==> src/design/assert_macros.svh <==
// assertion macros for the hash table engine
`ifndef ASSERT_MACROS_SVH
`define ASSERT_MACROS_SVH
`ifndef SYNTHESIS
// property that must hold in the same cycle as its trigger
`define HTE_ASSERT_IMP(lbl, clk, rstn, cond, prop, msg) \
    lbl: assert property (@(posedge clk) disable iff (!rstn) (cond) |-> (prop)) \
        else $error(msg);
// property that must hold in the cycle after its trigger
`define HTE_ASSERT_NXT(lbl, clk, rstn, cond, prop, msg) \
    lbl: assert property (@(posedge clk) disable iff (!rstn) (cond) |=> (prop)) \
        else $error(msg);
`else
`define HTE_ASSERT_IMP(lbl, clk, rstn, cond, prop, msg)
`define HTE_ASSERT_NXT(lbl, clk, rstn, cond, prop, msg)
`endif
`endif

==> src/design/hte_ram.sv <==
`timescale 1ns / 1ps
// ----------------------------------------------------------------------------
// hte_ram
// simple dual port ram, one write and one registered read port
// ----------------------------------------------------------------------------
module hte_ram #(
    parameter int WIDTH = 8,
    parameter int DEPTH = 16
) (
    input  logic                     i_clk,
    input  logic                     i_we,
    input  logic [$clog2(DEPTH)-1:0] i_waddr,
    input  logic [WIDTH-1:0]         i_wdata,
    input  logic                     i_re,
    input  logic [$clog2(DEPTH)-1:0] i_raddr,
    output logic [WIDTH-1:0]         o_rdata
);
    logic [WIDTH-1:0] r_mem [DEPTH];
    logic [WIDTH-1:0] r_rdata;

    always_ff @(posedge i_clk) begin
        if (i_we) begin
            r_mem[i_waddr] <= i_wdata;
        end
        if (i_re) begin
            r_rdata <= r_mem[i_raddr];
        end
    end

    assign o_rdata = r_rdata;
endmodule

==> config.mk <==
export PLATFORM = sky130hd
export DESIGN_NAME = hte_ram
export DESIGN_NICKNAME = d
export VERILOG_FILES = /design/src/design/assert_macros.svh /design/src/design/hte_ram.sv
export SDC_FILE = /design/constraint.sdc
export NUM_CORES = 1
export LEC_CHECK = 0
export BUFFER_PORTS_ARGS = -buffer_cell sky130_fd_sc_hd__buf_2
export CORE_MARGIN = 5
export CORE_UTILIZATION = 25
export CTS_BUF_LIST = sky130_fd_sc_hd__clkbuf_4 sky130_fd_sc_hd__clkbuf_8
export CTS_CLUSTER_DIAMETER = 120
export DETAILED_ROUTE_END_ITERATION = 10
export GPL_TIMING_DRIVEN = 0
export MAX_ROUTING_LAYER = met4
export SLEW_MARGIN = 25
export SYNTH_ARGS = -nofsm -noshare
export SYNTH_HDL_FRONTEND = slang
export SYNTH_SLANG_ARGS = --single-unit
==> constraint.sdc <==
create_clock -name i_clk -period 5.85 [get_ports i_clk]
set_input_delay 1.17 -clock i_clk [delete_from_list [all_inputs] [get_ports i_clk]]
set_output_delay 1.17 -clock i_clk [all_outputs]
set_load 0.02 [all_outputs]
; Word level (Yosys, flattened, before mapping)
; Memories as Yosys holds them, arrays and structs flattened. A register that Yosys moved wholly into a read port is not among the register bits.
; Index checks and enable logic that the tools add are counted.
[totals]
output_inout_bits = 8
in_bits = 19
memories = 1
ff_bits = 0
ramBits = 128
[classes]
muxes = 2
[memory_table]
columns = memory, words, word_bits, rd, rd_clocked_by_memory_dff, wr, line
row1 = r_mem, 16, 8, 1, 1, 1, hte_ram.sv:18  ; logic [WIDTH-1:0] r_mem [DEPTH];
[ops]
columns = cell, count
row1 = 1-bit two-way mux, 2

; Logic depth before layout (Yosys ltp)
[logic_depth]
depth_word = 2
ltp_mapped = 5

; Worst setup path after synthesis
; OpenSTA, ideal clock, no wires.
[synth_path]
path_type = input port to flip-flop
startpoint = in i_waddr[2]
endpoint = mem r_mem[0][0], enable pin
required_time_ns = 5.467
cell_stages = 2
arrival_time_ns = 2.280
slack_ns = 3.187
path_cell_list = or3b_2 > nor3_1
[synth_rtl]
columns = item, line
row1 = from (decl), hte_ram.sv:12  ; input logic [$clog2(DEPTH)-1:0] i_waddr,
row2 = to (decl), hte_ram.sv:18
; Straight into the memory's write port.

==> results.toml <==
[drt]
met1Wirelength_um = 4580
highest-signal-layer = "met4"
wl_met3_um = 768
route.met2.wl_um = 4960
drc_errors = 0
routed_wl_um = 10400
drt_first_iter_violations = 218
vias = 2448
final_antenna_net_count = 0
drt_first_pass_iters = 4
detail_route.wl_per_cell_um = 18.6
vias_per_cell = 4.36

[grt]
grt_antenna_before_repair = 0
grt_pass1_vias = 2479
grt_max_degree = 17
grt.total_usage = 0.0934
grt_pass1_wl_um = 15600
gr-total-overflow = 0

[status]
status = "complete, no violations"

[die]
row_count = 53
fp.dieH_um = 155
core_um2 = 20800
die_area_um2 = 23900
die_w_um = 155
pin_count = 27
initial_core_util = 0.251

[synth]
yosysSeqAreaShare = 0.781
syn-cell-area_um2 = 5230
yosys_warnings = 0
synth_top_area_share = 0.781
ys_types = 18
synthMuxAreaShare = 0.148
ys_top_cells_by_area = "edfxtp_1 78%, mux4_2 7.8%, mux4_1 7.0%, a22oi_1 2.3%, nor2_1 0.93%"
syn_inst = 229
yosys.area_share.adder = 0
post_synth.cell_area_avg_um2 = 22.8
synth_top_area_cell = "edfxtp_1"
synth-simple-area-share = 0.0314
syn-num-nets = 248
synth-compound-area-share = 0.0230
ys_seq_elements = 136
synth_top_family_by_area = "multiplexers"
synth_xor_area_frac = 0

[power]
p_leak_nw = 1.95
peakVddDrop_mv = 0.136
p_per_area_nw_per_um2 = 325

[flow_run]
drv_cap = 0

[timing]
finalSetupTns_ps = 0
max_freq_ghz = 0.414
slew_headroom = 0.440
setup_violations = 0
finalCritPeriodShare = 0.413
fin_skew_ps = 9.37
tightest_slew_ps = 836
slew_violations = 0
finalWorstPathRequiredPeriod_ps = 2420
rsz0062_at_grt = "false"
hold_viol_final = 0

[cts]
clkSinkCount = 136
cts.htree.levels = 4
ctsHoldBuffers = 0
cts_root_buffer = "clkbuf_8"
postCtsSetupBuffers = 0
clk_latency_ps = 430
cts_tree = "yes"
cts_buffer_depth = 2
clkTransAtPathRegs_ps = 70
cts_resized = 0
cts_buffers = 17

[layout]
antenna_cells = 0
drive_gt1_frac = 0.301
postLayoutCoreUtil = 0.294
final_cell_mix = "136 x edfxtp_1, 28 x buf_2, 18 x mux4_2"
final_common_cell = "edfxtp_1"
synthToLayoutAreaGrowth_pct = 17.1
final_nets = 292
fillerInstances = 2058

[worst_setup_path]
endpoint_kind = "register"
required_ps = 6020
critPathMaxFanout = 10
crit_top_cell = "buf_6"
critical_path_class = "input port to register"
max_stage_delay_ps = 600
cp_cell_sequence = "buf_6, buf_6, mux4_1, a22oi_1, nand2_1"
slowest_stage = "mux4_1"
arrival_ps = 2590
start_kind = "input port"

[placement]
dp_hpwl_um = 6900
place.gp.congestion = 0.846
io_buffers = 25

[hold_path]
hold_path_class = "register to register"
[logic make-up (layout without fill, tap and decap cells)]
kind of cell           after synthesis  after routing
muxes                               32             32
buffers and inverters               10             67
and+or+nand+nor                     35             35
DFF                                136            136
AOI/OAI and AO/OA                   16             16
[where the power goes]
| part | leakage [nW] | internal [mW] | switching [mW] | total [mW] |
|---|---|---|---|---|
| registers | 1.24 | 1.10 | 0.00463 | 1.10 |
| logic | 0.523 | 0.0424 | 0.0686 | 0.111 |
| clock network | 0.193 | 0.427 | 0.348 | 0.775 |
[metrics by stage]
step / hold slack [ps] / std cells / worst slack (ps) / power, mW / cell area (um^2)
after global placement: 740 / 529 / 2630 / 1.23 / 5700
final: 767 / 561 / 3430 / 1.99 / 6120
after global routing: 792 / 561 / 3370 / 2.06 / 6120
after detailed placement: 753 / 529 / 2980 / 1.24 / 5720
after CTS: 773 / 561 / 3450 / 2.01 / 6120
after floorplan: 705 / 229 / 3190 / 1.18 / 5230
[routing by layer]
metal / vias to the layer above / track usage
li1: 1071 / -
met1: 1277 / 0.120
met2: 88 / 0.141
met3: 12 / 0.0305
met4: 0 / 0.0303
met5: - / -
[registers in the layout (all words and copies together) (netlist names)]
register  cells
o_rdata       8
r_mem       128
[critical path: cells and delay by family]
family,cells,cell delay [ps]
buffers and inverters,2,280
AOI/OAI and AO/OA,1,430
muxes,1,600
and+or+nand+nor,1,100
[final timing paths]
check | from | to | slack (ps) | cells past startpoint
worst max-delay path | i_raddr[0] | o_rdata[3]$_DFFE_PP_ | 3430 | 5
worst min-delay path | r_mem[14][3]$_DFFE_PP_ | o_rdata[3]$_DFFE_PP_ | 770 | 3
worst max register to register | r_mem[0][0]$_DFFE_PP_ | o_rdata[0]$_DFFE_PP_ | 4120 | 3
worst min register to register | r_mem[14][3]$_DFFE_PP_ | o_rdata[3]$_DFFE_PP_ | 770 | 3
[Yosys cell counts, drive strengths merged]
cell	n
nand2	9
nand3	1
nor2	13
a22oi	16
nor3	4
and2	1
nand2b	2
buf	7
clkdlybuf4s25	3
or3b	1
mux4	32
nand3b	2
edfxtp	136
and2b	1
nor2b	1
[area by class of cell]
type | count | area (um^2) | area share
clock inverter | 13 | 154 | 0.0251
sequential | 136 | 4080 | 0.667
clock buffer | 19 | 249 | 0.0407
timing repair buffer | 25 | 125 | 0.0204
buffer | 10 | 86.3 | 0.0141
multi-input combinational | 83 | 1080 | 0.176
tap | 275 | 344 | 0.0562
Power figures use the tool's default switching activity.
