<file path="src/design/assert_macros.svh">
// assertion macros for the hash table engine
`ifndef ASSERT_MACROS_SVH
`define ASSERT_MACROS_SVH
`ifndef SYNTHESIS
// property that must hold in the same cycle as its trigger
`define HTE_ASSERT_IMP(lbl, clk, rstn, cond, prop, msg) \
    lbl: assert property (@(posedge clk) disable iff (!rstn) (cond) |-> (prop)) \
        else $error(msg);
// property that must hold in the cycle after its trigger
`define HTE_ASSERT_NXT(lbl, clk, rstn, cond, prop, msg) \
    lbl: assert property (@(posedge clk) disable iff (!rstn) (cond) |=> (prop)) \
        else $error(msg);
`else
`define HTE_ASSERT_IMP(lbl, clk, rstn, cond, prop, msg)
`define HTE_ASSERT_NXT(lbl, clk, rstn, cond, prop, msg)
`endif
`endif

</file>
<file path="src/design/hte_pkg.sv">
`timescale 1ns / 1ps
// ----------------------------------------------------------------------------
// hte_pkg
// types, sizes and hash functions shared by the hash table engine
// ----------------------------------------------------------------------------
package hte_pkg;
    localparam int BUCKETS    = 256;
    localparam int POOL_NODES = 256;
    localparam int VALUE_BITS = 32;
    localparam int HASH_W     = 32;
    localparam int IDX_W      = $clog2(BUCKETS);
    localparam int NODE_W     = $clog2(POOL_NODES);
    localparam int LINK_W     = $clog2(POOL_NODES + 1);
    localparam int BCNT_W     = 9;
    localparam int CNT_W      = 10;
    localparam int ADDR_W     = 3;
    localparam int DATA_W     = 32;
    localparam logic REG_BUCKET_COUNT = 1'b0;
    localparam logic OP_PUT = 1'b0;
    localparam logic OP_GET = 1'b1;

    typedef struct packed {
        logic        op;
        logic [7:0]  key_byte;
        logic        last;
        logic [31:0] value;
    } t_in;

    typedef struct packed {
        logic             found;
        logic [31:0]      result_value;
        logic             pool_overflow;
        logic [CNT_W-1:0] entry_count;
    } t_out;

    typedef struct packed {
        logic [HASH_W-1:0]     hash;
        logic [VALUE_BITS-1:0] value;
        logic [LINK_W-1:0]     next;
    } t_entry;

    localparam int ENTRY_W = $bits(t_entry);

    typedef enum logic [3:0] {
        S_IDLE, S_MIX, S_DIV_START, S_DIV, S_HRD, S_HCHK, S_NRD, S_NCHK, S_NWR, S_RESP
    } t_state;

    function automatic logic [HASH_W-1:0] hash_byte(input logic [HASH_W-1:0] h,
                                                    input logic [7:0] b);
        logic [HASH_W-1:0] t;
        t = h + {24'd0, b};
        t = t + (t << 10);
        t = t ^ (t >> 6);
        return t;
    endfunction

    function automatic logic [HASH_W-1:0] hash_final(input logic [HASH_W-1:0] h);
        logic [HASH_W-1:0] t;
        t = h + (h << 3);
        t = t ^ (t >> 11);
        t = t + (t << 15);
        return t;
    endfunction
endpackage

</file>
<file path="src/design/hte_divmod.sv">
`timescale 1ns / 1ps
// ----------------------------------------------------------------------------
// hte_divmod
// restoring remainder unit, one dividend bit per cycle
// ----------------------------------------------------------------------------
module hte_divmod (
    input  logic                         i_clk,
    input  logic                         i_rst_n,
    input  logic                         i_start,
    input  logic [hte_pkg::HASH_W-1:0]   i_dividend,
    input  logic [hte_pkg::BCNT_W-1:0]   i_divisor,
    output logic                         o_busy,
    output logic                         o_done,
    output logic [hte_pkg::BCNT_W-1:0]   o_rem
);
    import hte_pkg::*;

    localparam int CW = $clog2(HASH_W);

    logic              r_busy, r_done;
    logic [CW-1:0]     r_cnt;
    logic [HASH_W-1:0] r_q;
    logic [BCNT_W-1:0] r_rem, r_d;
    logic [BCNT_W:0]   trial;
    logic [BCNT_W:0]   diff;

    always_comb begin
        trial = {r_rem, r_q[HASH_W-1]};
        diff  = trial - {1'b0, r_d};
    end

    always_ff @(posedge i_clk) begin
        if (!i_rst_n) begin
            r_busy <= 1'b0;
            r_done <= 1'b0;
            r_cnt  <= '0;
        end else begin
            r_done <= 1'b0;
            if (i_start) begin
                r_busy <= 1'b1;
                r_cnt  <= '0;
            end else if (r_busy) begin
                r_cnt <= r_cnt + 1'b1;
                if (r_cnt == CW'(HASH_W - 1)) begin
                    r_busy <= 1'b0;
                    r_done <= 1'b1;
                end
            end
        end
    end

    always_ff @(posedge i_clk) begin
        if (i_start) begin
            r_q   <= i_dividend;
            r_d   <= i_divisor;
            r_rem <= '0;
        end else if (r_busy) begin
            r_q <= {r_q[HASH_W-2:0], 1'b0};
            // remainder stays below the divisor, so it fits back in BCNT_W bits
            if (trial >= {1'b0, r_d}) begin
                r_rem <= diff[BCNT_W-1:0];
            end else begin
                r_rem <= trial[BCNT_W-1:0];
            end
        end
    end

    assign o_busy = r_busy;
    assign o_done = r_done;
    assign o_rem  = r_rem;
endmodule

</file>
<file path="config.mk">
export PLATFORM = sky130hd
export DESIGN_NAME = hte_divmod
export DESIGN_NICKNAME = d
export VERILOG_FILES = /design/src/design/assert_macros.svh /design/src/design/hte_pkg.sv /design/src/design/hte_divmod.sv
export SDC_FILE = /design/constraint.sdc
export NUM_CORES = 1
export LEC_CHECK = 0
export BUFFER_PORTS_ARGS = -buffer_cell sky130_fd_sc_hd__buf_4
export CORE_ASPECT_RATIO = 0.6
export CORE_MARGIN = 4
export CORE_UTILIZATION = 49
export DETAILED_ROUTE_END_ITERATION = 7
export GPL_TIMING_DRIVEN = 0
export PLACE_DENSITY = 0.75
export REMOVE_ABC_BUFFERS = 1
export SLEW_MARGIN = 10
export SYNTH_ARGS = -nofsm -noshare
export SYNTH_HDL_FRONTEND = slang
export SYNTH_SLANG_ARGS = --single-unit
</file>
<file path="constraint.sdc">
create_clock -name i_clk -period 2.15 [get_ports i_clk]
set_input_delay 0 -clock i_clk [delete_from_list [all_inputs] [get_ports i_clk]]
set_output_delay 0 -clock i_clk [all_outputs]
set_load 0.03 [all_outputs]
</file>
# Yosys cells after proc, flatten, opt, wreduce, memory -nomap -nowiden
# Cells that the tools add are included.
# totals
register_bits	57
input_bits	44
word_cells	22
# op_classes
n_addsub	2
n_lt_le_gt_ge	1
eq_ne	1
mux	7
bitwise	2
reduce_logical	3
# op_table
cell	n
$mux 32	2
$ge 10x9->1	1
$mux 9	1
$sub 9x9->9	1
$add 5x1->5 const B	1
$eq 5x5->1 const B	1
$mux 1	4
$reduce_or 3->1	1
$not 1->1	2
$reduce_bool 2->1	1
$reduce_or 2->1	1

# Logic depth before layout (Yosys ltp)
# logic_depth
depth_word	4
mapped_depth	10
depth_no_buf	9

# Worst setup path after synthesis
# Ideal clock, no wire load.
# synth_path
kind	reg2reg
start	reg r_q[31]
end	reg r_rem[4] (netlist: o_rem[4])
setup_ns	0.140
t_arrival_ns	2.140
t_required_ns	2.010
setup_slack_ns	-0.130
path_stages_with_launch	11
path_buffers	1
period_less_slack_ns	2.280
cell_sequence	edfxtp_1 inv_1 ha_1 inv_1 fa_1 a211oi_1 o21ai_1 a22oi_2 buf_6 mux2i_1 a211oi_2
# synth_between
elab_chain_len	2
# synth_rtl
element	line	text
from (decl)	hte_divmod.sv:22	logic [HASH_W-1:0] r_q;
from (signal assigned)	hte_divmod.sv:54	r_q <= i_dividend;
from (signal assigned)	hte_divmod.sv:58	r_q <= {r_q[HASH_W-2:0], 1'b0};
$sub 9x9->9 or $ge 10x9->1 (tied branches)	hte_divmod.sv:29, hte_divmod.sv:60	
$mux 9 (*)	hte_divmod.sv:60	if (trial >= {1'b0, r_d}) begin
to (signal assigned)	hte_divmod.sv:61	r_rem <= diff[BCNT_W-1:0];
to (signal assigned)	hte_divmod.sv:63	r_rem <= trial[BCNT_W-1:0];
to (decl)	hte_divmod.sv:23	logic [BCNT_W-1:0] r_rem, r_d;
# Mark *: on every way between the ends. The rest lies on a longest branch, timed or not.
# A chain may end at the register's enable or synchronous reset.

# Final worst setup path
# Same ends and word-level chain as after synthesis.

==> impl_metrics.yaml <==
finish:
  nNetsFinal: 380
  area_growth_pct: 43.5
  drive_gt1_frac: 0.383
  antennaDiodeCount: 0
power:
  leakage_nw: 1.62
  total_power_w: 0.00286
  peakVddDrop_v: 0.000444
  cellPowerDensity_mw_per_mm2: 723
outcome:
  violations: "negative setup slack"
  status: "finished, violations left"
synth:
  netlist_area_sq_mm: 0.00275
  ys_async_sr_fraction: 0
  synth_edf_count: 41
  synth_cell_types: 44
  synthCells: 214
  yosysWarnings: 0
  synth_top_area_frac: 0.447
  synth_ff_type: "edfxtp_1"
  syn_area_per_cell_sq_um: 12.9
  ys_seq_area_frac: 0.563
  synth_seq_cells: 57
  synth_top_area_cell: "edfxtp_1"
  synth_area_leaders: "edfxtp_1 (45%), mux2_2 (13%), dfxtp_1 (12%), ha_1 (5.0%), mux2i_1 (2.5%)"
cts:
  clock_sink_count: 57
  cts_root_buf: "clkbuf_8"
  clk_pin_slew_ns: 0.06
  clock_path_buffers: 2
  tritoncts: "yes"
  h-tree-depth: 3
  insertion_delay_ns: 0.34
  cts_buffers: 9
min_path:
  hold_class: "in2reg"
  holdCritStartpoint: "i_start"
  hold_depth: 1
route:
  avgRoutedWirePerCell_microns: 15.0
  firstDrtPassIters: 4
  vias: 2038
  drc_errors: 0
  final_antenna_net_count: 0
  drtIter0Drc: 151
  drt_wl_total_mm: 5.93
  vias_per_cell: 5.16
timing:
  report.final.hold_viol_count: 0
  max_slew_margin: 0.420
  min_period_ns: 2.24
  clock_skew_ns: 0.00776
  finalMaxSlewViolations: 0
  fmax_ghz: 0.446
  hold_ws_ns: 0.212
  period_share: 1.04
  rsz0062_at_grt: "true"
  setup_viol: 3
  worst_pin_slew_ns: 0.868
  setup_slack_ns: -0.0924
global_routing:
  antenna_found_initial: 0
  grt_max_degree: 53
  grt_use_total: 0.186
  grt_pass1_wl_mm: 9.83
  grt-ovfl-total: 0
  first_global_vias: 2048
critical_path:
  reg2reg_from: "r_q[31]"
  start_kind: "register"
  worstPathArrival_ns: 2.42
  worst-path-max-fanout: 4
  crit_required_ns: 2.33
  worst-r2r-cell-count: 10
  critPathLaunch: "r_q[31]"
  critPathCaptureType: "register"
  crit_type: "reg2reg"
floorplan:
  initial_core_util: 0.524
  die-height_microns: 66.1
  chipWidth_microns: 105
  die-area_sq_mm: 0.00692
  rows: 20
  core_area_sq_mm: 0.00526
  io_pins: 55
placement:
  io_buffer_count: 54
  gp_congestion: 0.855
  dp_hpwl_mm: 3.37
  post-place-ws_ns: -0.573
flow_run:
  maxCapViolations: 0
==> cell type report <==
type | count | area [sq um]
timing repair inverter | 1 | 7.51
tap | 66 | 82.6
sequential | 57 | 1550
clock inverter | 2 | 12.5
fill | 333 | 1300
clock buffer | 14 | 173
timing repair buffer | 107 | 916
multi-input combinational | 134 | 1150
inverter | 14 | 56.3
==> metrics by stage <==
| step | std cells | cell area, sq um | util | setup TNS (ns) |
|---|---|---|---|---|
| after floorplan | 205 | 2710 | - | -1.45 |
| after global routing | 395 | 3950 | 0.752 | -6.63 |
| final | 395 | 3950 | 0.752 | -0.186 |
| after detailed placement | 325 | 3200 | 0.609 | -13.60 |
| after CTS | 393 | 3910 | 0.743 | -0.618 |
| after global placement | 325 | 3200 | 0.609 | -12.81 |
==> cells in the mapped netlist (4+ instances only) <==
library cell and instances:
inv_1 14, dfxtp_1 16, mux2_2 31, nor2_1 18, xnor2_1 4, o21ai_0 4, xor2_1 4, edfxtp_1 41
clkbuf_1 7, mux2i_1 7, o31ai_1 4, nand2_1 6, ha_1 11
==> kinds of logic (layout without fill, tap and decap cells) <==
family | count (synthesis) | count (layout) | synth area share
AO/OA/AOI/OAI | 36 | 36 | 0.0981
XOR/XNOR | 8 | 8 | 0.0254
adder cells (fa/ha/maj) | 12 | 12 | 0.0572
buffers and inverters | 23 | 138 | 0.0341
flip-flops | 57 | 57 | 0.563
multiplexers | 38 | 38 | 0.152
AND/OR/NAND/NOR | 40 | 40 | 0.0695
==> critical path, stage by stage, from the launching register on <==
cell      delay [ns]
edfxtp_1        0.43
inv_2           0.09
ha_4            0.13
inv_2           0.03
fa_2            0.34
a211oi_2        0.22
o21ai_1         0.11
a22oi_2         0.24
buf_4           0.19
mux2i_2         0.22
a211oi_2        0.09
==> registers in the layout (all words and copies together), names as in the netlist <==
signal,flops
o_busy,1
o_done,1
o_rem,9
r_cnt,5
r_d,9
r_q,32
==> what timing repair did <==
action,4_1_cts,5_1_grt
endpoints found under the setup margin,41,41
buffers inserted,9,2
gates cloned,1,0
hold buffers,42,0
hold endpoints to repair,42,0
resized for setup,9,9
pin swaps,10,10
==> report_power, final <==
group / total [W] / switching, W / internal [W]
Combinational: 0.000598 / 0.000269 / 0.000329
Clock: 0.000921 / 0.000409 / 0.000512
Sequential: 0.00134 / 0.0000503 / 0.00129
Total: 0.00286 / 0.000728 / 0.00213
==> placed cells by master, fill, tap and decap left out, drive strengths merged, types with 2 or more instances in the layout <==
cell and instances:
a211oi 4, a311oi 2, or3 2, a21oi 2
nand2b 2, clkbuf 14, nand2 6, dfxtp 16
mux2i 7, o21a 3, o31ai 4, inv 13
o21ai 7, ha 11, nor2 18, nand4 3
clkinvlp 3, edfxtp 41, a32oi 2, mux2 31
dlygate4sd3 42, a2111oi 3, xnor2 4, buf 65
o21bai 2, xor2 4
==> routing by layer <==
layer  GRT usage  routed length (microns)  vias to the layer above
li1            -                        -                     1023
met1       0.243                     2800                      952
met5           0                        0                        -
met4      0.0589                       76                        0
met3      0.0595                      304                       11
met2       0.296                     2750                       52
==> path summary, 6_finish.rpt <==
kind	endpoint	slack, ns
min	r_d[5]	0.21
min reg2reg	r_cnt[4]	0.51
max	o_rem[4]	-0.09
max reg2reg	o_rem[4]	-0.09
(Power assumes the default switching activity.)
